$ cat src/rtl/core/whlru_pkg.sv
// shared types, constants and codes of the windowed lru hash table
package whlru_pkg;

   // table geometry
   localparam int TABLE_DEPTH = 1024;
   localparam int WINDOW      = 4;
   localparam int MIN_ENTRIES = 4;
   localparam int IDX_W       = $clog2(TABLE_DEPTH);
   localparam int NUM_W       = IDX_W + 1;
   localparam int RCNT_W      = $clog2(WINDOW + 1);

   // field widths
   localparam int CFG_W  = 11;
   localparam int KEY_W  = 32;
   localparam int DATA_W = 32;
   localparam int TIME_W = 32;
   localparam int SLOT_W = 10;

   // key reduction: remainder bits retired per cycle
   localparam int MOD_BITS  = 4;
   localparam int MOD_STEPS = KEY_W / MOD_BITS;
   localparam int MSTEP_W   = $clog2(MOD_STEPS);

   // register file
   localparam int                CSR_ADDR_W      = 3;
   localparam logic              CSR_IDX_ENTRIES = 1'b0;
   localparam logic [CFG_W-1:0]  ENTRIES_RESET   = CFG_W'(TABLE_DEPTH);

   // operation codes
   localparam logic OP_INSERT = 1'b0;
   localparam logic OP_LOOKUP = 1'b1;

   // controller states
   typedef enum logic [2:0] {
      ST_CLEAR,
      ST_IDLE,
      ST_MOD,
      ST_READ,
      ST_DRAIN,
      ST_WRITE,
      ST_RESP
   } state_type;

   // controller to datapath
   typedef struct packed {
      logic clr_en;
      logic load;
      logic mod_step;
      logic rd_en;
      logic commit;
      logic res_load;
   } cmd_type;

   // datapath to controller
   typedef struct packed {
      logic clr_last;
      logic mod_last;
      logic rd_last;
      logic rsp_free;
   } sts_type;

endpackage

$ cat src/rtl/core/whlru_ctrl.sv
// controller state machine of the windowed lru hash table
module whlru_ctrl (
   input  logic              clock,
   input  logic              reset,
   input  logic              req_valid,
   input  whlru_pkg::sts_type sts,
   output whlru_pkg::cmd_type cmd,
   output logic              req_stall
);
   import whlru_pkg::*;

   state_type state_ff;
   state_type state_in;

   // state register
   always_ff @(posedge clock) begin
      if (reset) begin
         state_ff <= ST_CLEAR;
      end else begin
         state_ff <= state_in;
      end
   end

   // next state and commands
   always_comb begin
      state_in  = state_ff;
      cmd       = '0;
      req_stall = 1'b1;
      unique case (state_ff)
         ST_CLEAR: begin
            cmd.clr_en = 1'b1;
            if (sts.clr_last) begin
               state_in = ST_IDLE;
            end
         end
         ST_IDLE: begin
            req_stall = 1'b0;
            if (req_valid) begin
               cmd.load = 1'b1;
               state_in = ST_MOD;
            end
         end
         ST_MOD: begin
            cmd.mod_step = 1'b1;
            if (sts.mod_last) begin
               state_in = ST_READ;
            end
         end
         ST_READ: begin
            cmd.rd_en = 1'b1;
            if (sts.rd_last) begin
               state_in = ST_DRAIN;
            end
         end
         ST_DRAIN: begin
            state_in = ST_WRITE;
         end
         ST_WRITE: begin
            cmd.commit = 1'b1;
            state_in   = ST_RESP;
         end
         ST_RESP: begin
            if (sts.rsp_free) begin
               cmd.res_load = 1'b1;
               state_in     = ST_IDLE;
            end
         end
         default: begin
            state_in = ST_IDLE;
         end
      endcase
   end

endmodule

$ cat config.mk
export PLATFORM = sky130hd
export DESIGN_NAME = whlru_ctrl
export DESIGN_NICKNAME = d
export VERILOG_FILES = /design/src/rtl/core/whlru_pkg.sv /design/src/rtl/core/whlru_ctrl.sv
export SDC_FILE = /design/constraint.sdc
export NUM_CORES = 1
export LEC_CHECK = 0
export ABC_AREA = 1
export ABC_CLOCK_PERIOD_IN_PS = 1900
export BUFFER_PORTS_ARGS = -buffer_cell sky130_fd_sc_hd__buf_2
export CORE_AREA = 2 2 39 41
export CTS_CLUSTER_DIAMETER = 80
export DETAILED_ROUTE_END_ITERATION = 16
export DIE_AREA = 0 0 41 43
export PLACE_DENSITY = 0.5
export SETUP_SLACK_MARGIN = 0.4
export SYNTH_ARGS = -nofsm -noshare
export SYNTH_HDL_FRONTEND = slang
export SYNTH_SLANG_ARGS = --single-unit
$ cat constraint.sdc
create_clock -name clock -period 1.9 [get_ports clock]
set_clock_uncertainty 0.15 [all_clocks]
set_input_delay 0.19 -clock clock [delete_from_list [all_inputs] [get_ports clock]]
set_output_delay 0.19 -clock clock [all_outputs]
set_load 0.01 [all_outputs]
==> impl_metrics.py, run 1 <==
metrics = {
    "outcome": {
        "outcome": "complete, no violations",
    },
    "power": {
        "p_per_area_nw_per_um2": 1420,
        "ir_drop_uv": 501,
        "leakage_nw": 0.240,
    },
    "floorplan": {
        "die_h_um": 43,
        "start_util_pct": 21.2,
        "row_count": 14,
        "die-area_sq_um": 1760,
        "coreArea_sq_um": 1380,
        "dieWidth_um": 41,
        "io_pins": 14,
    },
    "clock_tree": {
        "cts_max_level": 1,
        "cts-root-buf": "clkbuf_4",
        "cts_buffers": 3,
        "cts_tree": "built",
        "clock_latency_ns": 0.23,
        "cts.sinks": 3,
        "clock_path_buffers": 2,
        "postCtsSetupRepairBufs": 0,
        "clk_pin_slew_ns": 0.04,
    },
    "setup_path": {
        "crit_cells": 3,
        "crit_chain": "inv_2 -> nor4_1 -> buf_2",
        "critical-path-top-delay-family": "flip-flops",
        "cp_slowest_stage_delay_ns": 0.39,
        "path_class": "flop to output port",
        "path_buf_inv": 2,
        "rr_worst_depth": 8,
        "path_max_fanout": 7,
        "cp.arrival_ns": 1.10,
        "cp_slowest_cell": "dfxtp_4",
        "end_kind": "output port",
        "worstPathRequired_ns": 1.56,
        "start_kind": "flop",
    },
    "synth": {
        "synth_nets": 56,
        "synth.most_common_cell": "nand2_1",
        "synth-seq-cells": 3,
        "synth_cell_types": 16,
        "ys_top_cells_by_count": "10 x nand2_1, 9 x nor2_1, 8 x inv_1",
        "yosysWarningCount": 0,
        "syn_avg_cell_area_sq_um": 5.98,
        "netlist_instances": 49,
        "synth_top_cell_by_area": "dfxtp_1",
        "netlist_area_sq_um": 293,
        "synthTopCellsByArea": "dfxtp_1 21%, nand2_1 13%, nor2_1 12%",
        "synth-edff-count": 0,
        "yosysSeqAreaShare_pct": 20.5,
        "synth_top_area_share_pct": 20.5,
        "synthFlopType": "dfxtp_1",
        "ys_async_sr_fraction_pct": 0,
    },
    "timing": {
        "rsz0062_at_grt": "true",
        "finalHoldViolCount": 0,
        "fin_crit_sh_pct": 75.9,
        "slew_headroom_pct": 86.6,
        "worstMarginPinSlew_ns": 0.199,
        "slew_violations": 0,
        "fmax_mhz": 693,
        "setup_viol": 0,
        "tns_ns": 0,
        "layout_min_cycle_time_ns": 1.44,
    },
    "routing": {
        "via_per_inst": 3.77,
        "dr_total_vias": 305,
        "wl_per_cell_um": 7.81,
        "drtIter0Drc": 4,
        "dr.pass1.iters": 3,
        "wl_um": 633,
        "drc": 0,
        "ant_nets": 0,
    },
    "finish": {
        "layoutNonFillerInstCount": 81,
        "fin_area_sq_um": 407,
        "top_regs": "state_ff: 3 flops",
        "diodes": 0,
        "fillers": 157,
        "largest_register_ffs": 3,
        "areaGrowthSynthToFinish_pct": 38.9,
        "utilization_pct": 29.4,
        "regMostFlops": "state_ff",
        "nNetsFinal": 73,
        "drive_gt1_share_pct": 47.7,
    },
    "global_route": {
        "grt_pass1_wl_um": 993,
        "met2_usage_pct": 13.1,
        "met1_usage_pct": 8.63,
        "gr-total-overflow": 0,
        "top_usage_layer": "met2",
        "use_met3_pct": 1.57,
        "antenna_found_initial": 0,
        "grt_max_degree": 9,
        "track_usage_pct": 8.42,
        "grt_pass1_vias": 299,
    },
    "hold_path": {
        "hold_path_depth": 4,
        "hp-class": "primary input to flop",
    },
    "placement": {
        "dp_hpwl_um": 486,
        "dp.cells": 77,
        "gp_congestion": 0.681,
        "placed_cell_area_sq_um": 367,
        "port_buffers": 13,
    },
    "job": {
        "max_cap_viol_count": 0,
    },
}
## cell type report
cell class | instances | area (sq um) | share of cell area (%)
tap | 16 | 20.0 | 4.92
inverter | 10 | 40.0 | 9.85
multi-input combinational | 35 | 186 | 45.8
timing repair buffer | 13 | 65.1 | 16.0
sequential | 3 | 68.8 | 16.9
clock buffer | 4 | 26.3 | 6.46
## power by group
group / switching (W) / internal (W)
registers: 0.0000542 / 0.0000985
logic: 0.000185 / 0.000129
clock network: 0.0000311 / 0.0000786
## kinds of logic (layout without fill, tap and decap cells)
group	Yosys count	in the layout	share of synthesized area, %
AO/OA/AOI/OAI	2	2	4.27
AND/OR/NAND/NOR	33	33	58.5
buffers and inverters	11	27	16.7
flip-flops	3	3	20.5
## cell usage in the layout (no fill, tap or decap)
master | synthesis | final
a21oi_1 | 1 | 1
buf_2 | 0 | 13
o21bai_1 | 1 | 1
nor2_4 | 1 | 1
dfxtp_2 | 0 | 1
nor4_1 | 1 | 1
nor2_2 | 2 | 3
nand3_2 | 2 | 2
nor2_1 | 9 | 8
nand2_4 | 1 | 1
inv_1 | 8 | 8
nand3_1 | 2 | 2
nand2_2 | 3 | 3
nor3_1 | 2 | 2
nand2_1 | 10 | 10
inv_2 | 2 | 1
dfxtp_4 | 0 | 2
clkbuf_1 | 0 | 1
inv_4 | 0 | 1
clkbuf_4 | 0 | 3
## per-layer routing
layer	part of all wire, %	vias up
met3	6.6	0
met1	48	118
met2	45	9
li1	-	178
met4	0	0
met5	0	-
## timing repair
item	CTS	global route
resized for setup	2	5
endpoints found under the setup margin	4	4
hold buffers	0	0
gates cloned	0	0
## final timing paths
path	from	end	slack, ns
hold reg to reg	state_ff[2]	state_ff[2]	0.41
hold / removal	reset	state_ff[0]	0.07
setup / recovery	state_ff[2]	cmd[0]	0.46
setup reg to reg	state_ff[1]	state_ff[2]	0.67
## tightest hold or removal path, stage by stage
cell and delay, ns:
buf_2 0.07, inv_1 0.05, nand2_1 0.06, nor2_1 0.03
## stage by stage
stage	hold slack, ns	total power [W]	setup WS, ns
final	0.0659	0.000577	0.458
after global routing	0.0913	0.000638	0.383
after floorplan	0.207	0.000387	0.608
after detailed placement	0.320	0.000450	0.504
after CTS	0.0637	0.000573	0.386
after global placement	0.310	0.000449	0.527
Power figures use the tool's default switching activity.
==> run 2, diff against run 1 <==
--- a/config.mk
+++ b/config.mk
@@ -6,13 +6,13 @@
 export NUM_CORES = 1
 export LEC_CHECK = 0
 export ABC_AREA = 1
-export ABC_CLOCK_PERIOD_IN_PS = 1900
+export ABC_CLOCK_PERIOD_IN_PS = 1300
 export BUFFER_PORTS_ARGS = -buffer_cell sky130_fd_sc_hd__buf_2
 export CORE_AREA = 2 2 39 41
 export CTS_CLUSTER_DIAMETER = 80
 export DETAILED_ROUTE_END_ITERATION = 16
 export DIE_AREA = 0 0 41 43
-export PLACE_DENSITY = 0.5
+export PLACE_DENSITY = 0.52
 export SETUP_SLACK_MARGIN = 0.4
 export SYNTH_ARGS = -nofsm -noshare
 export SYNTH_HDL_FRONTEND = slang
==> constraint.sdc (replaced) <==
create_clock -name clock -period 1.3 [get_ports clock]
set_clock_uncertainty 0.15 [all_clocks]
set_input_delay 0.13 -clock clock [delete_from_list [all_inputs] [get_ports clock]]
set_output_delay 0.13 -clock clock [all_outputs]
set_load 0.01 [all_outputs]
==> impl_metrics.py, run 2 (same netlist as run 1, synthesis figures left out) <==
metrics = {
    "outcome": {
        "outcome": "finished with violations",
        "violations": "negative setup slack",
    },
    "routing": {
        "ant_nets": 0,
        "via_per_inst": 3.98,
        "dr_total_vias": 374,
        "wl_um": 795,
        "dr.pass1.iters": 4,
        "drtIter0Drc": 6,
        "drc": 0,
        "wl_per_cell_um": 8.46,
    },
    "timing": {
        "slew_headroom_pct": 88.1,
        "finalHoldViolCount": 0,
        "setup_viol": 6,
        "slew_violations": 0,
        "rsz0062_at_grt": "true",
        "hold_slack_ns": 0.00815,
        "layout_min_cycle_time_ns": 1.35,
        "tns_ns": -0.112,
        "fmax_mhz": 741,
        "setup_slack_ns": -0.0489,
        "worstMarginPinSlew_ns": 0.177,
        "fin_crit_sh_pct": 104,
    },
    "setup_path": {
        "cp.arrival_ns": 1.32,
        "rr_worst_depth": 9,
        "worstPathRequired_ns": 1.27,
        "r2r-start": "state_ff[1]",
        "start_kind": "flop",
        "path_class": "flop to flop",
        "path_max_fanout": 4,
        "r2r-end": "state_ff[1]",
        "r2r_slack_ns": -0.05,
        "end_kind": "flop",
    },
    "hold_path": {
        "hp-class": "primary input to flop",
        "hold_end": "state_ff[1]",
        "hold_start": "reset",
        "hold_path_depth": 4,
    },
    "clock_tree": {
        "cts_buffers": 3,
        "cts_tree": "built",
        "clk_pin_slew_ns": 0.04,
        "cts-root-buf": "clkbuf_4",
        "clock_latency_ns": 0.23,
        "cts.sinks": 3,
        "clock_path_buffers": 2,
        "cts_max_level": 1,
    },
    "power": {
        "ir_drop_uv": 743,
        "p_clk_share_pct": 13.3,
        "swShare_pct": 42.8,
        "p_per_area_nw_per_um2": 2070,
        "combPwrFrac_pct": 67.3,
        "seq_power_share_pct": 19.3,
        "leakage_nw": 0.329,
        "intPower_w": 0.000697,
        "netSwitchingPower_w": 0.000523,
    },
    "global_route": {
        "grt_pass1_vias": 339,
        "grt_max_degree": 8,
        "antenna_found_initial": 0,
        "met1_usage_pct": 11.2,
        "gr-total-overflow": 0,
        "use_met3_pct": 1.57,
        "track_usage_pct": 10.6,
        "grt_pass1_wl_mm": 1.26,
        "top_usage_layer": "met2",
        "met2_usage_pct": 17.5,
    },
    "floorplan": {
        "die-area_sq_um": 1760,
        "dieWidth_um": 41,
        "io_pins": 14,
        "row_count": 14,
        "die_h_um": 43,
        "coreArea_sq_um": 1380,
        "start_util_pct": 21.2,
    },
    "placement": {
        "dp_hpwl_um": 516,
        "port_buffers": 13,
        "gp_congestion": 0.693,
    },
    "finish": {
        "regMostFlops": "state_ff",
        "drive_gt1_share_pct": 65.4,
        "fillers": 158,
        "areaGrowthSynthToFinish_pct": 102,
        "top_regs": "state_ff: 3 flops",
        "nNetsFinal": 86,
        "final_common_cell": "buf_2",
        "mostFrequentLayoutCells": "11 x buf_2, 9 x nand2_1, 9 x buf_4",
        "largest_register_ffs": 3,
        "diodes": 0,
    },
    "job": {
        "max_cap_viol_count": 0,
    },
}
run 2: cell count changes in the layout (fill, tap and decap cells not counted), sizes merged:
| cell | before | now |
|---|---|---|
| buf | 13 | 26 |
run 2: what timing repair did:
action | CTS | global route
gates resized for setup | 15 | 3
cloned | 0 | 0
pin swaps | 3 | 4
buffers inserted | 7 | 3
endpoints found under the setup margin | 10 | 10
hold buffers | 0 | 0
run 2: through the flow:
| stage | utilization [%] | setup WS, ns | instances | total power [W] | instance area (sq um) |
|---|---|---|---|---|---|
| 2_1_floorplan | - | 0.0782 | 49 | 0.000632 | 328 |
| 3_3_place_gp | 30.7 | 0.0187 | 80 | 0.000758 | 424 |
| 3_5_place_dp | 30.7 | -0.00265 | 80 | 0.000761 | 424 |
| 4_1_cts | 40.2 | -0.0455 | 91 | 0.00116 | 557 |
| 5_1_grt | 42.7 | -0.137 | 94 | 0.00133 | 591 |
| 6_report | 42.7 | -0.0489 | 94 | 0.00122 | 591 |
run 2: power by group through the flow:
stage	clock network (W)	registers [W]	logic [W]
6_report	0.000162	0.000236	0.000821
2_1_floorplan	0	0.000176	0.000456
3_3_place_gp	0	0.000226	0.000533
3_5_place_dp	0	0.000225	0.000536
4_1_cts	0.000172	0.000233	0.000751
5_1_grt	0.000176	0.000242	0.000908
run 2: how the worst max path moves through the flow:
stage	start	to	slack (ns)	depth (start not counted)
floorplan	state_ff[0]	state_ff[0]	0.08	8
finish	state_ff[1]	state_ff[1]	-0.05	9
CTS	state_ff[1]	cmd[4]	-0.05	6
global route	state_ff[1]	state_ff[1]	-0.14	9
global placement	state_ff[0]	state_ff[0]	0.02	8
detailed placement	state_ff[0]	state_ff[0]	-0.003	8
run 2: final cells by class:
| class | count | area [sq um] | area share, % |
|---|---|---|---|
| well taps | 16 | 20.0 | 3.39 |
| flip-flops and latches | 3 | 71.3 | 12.1 |
| clock buffers | 4 | 26.3 | 4.45 |
| inverters | 10 | 45.0 | 7.63 |
| multi-input cells | 35 | 238 | 40.3 |
| repair buffers | 26 | 190 | 32.2 |
run 2: per-layer routing:
layer / part of all wire (%) / wire length, um
met5: 0 / 0
met4: 1.9 / 15
met3: 5.5 / 44
met2: 54 / 433
met1: 38 / 301
run 2: worst max-delay path, stage by stage (launching register included):
cell and delay [ns]:
dfxtp_4 0.38, inv_6 0.05, nand2_4 0.07, nor2_4 0.04, buf_6 0.11, nand2_4 0.05, nand2_4 0.06, buf_4 0.13
nor3_2 0.14, nor2_1 0.05
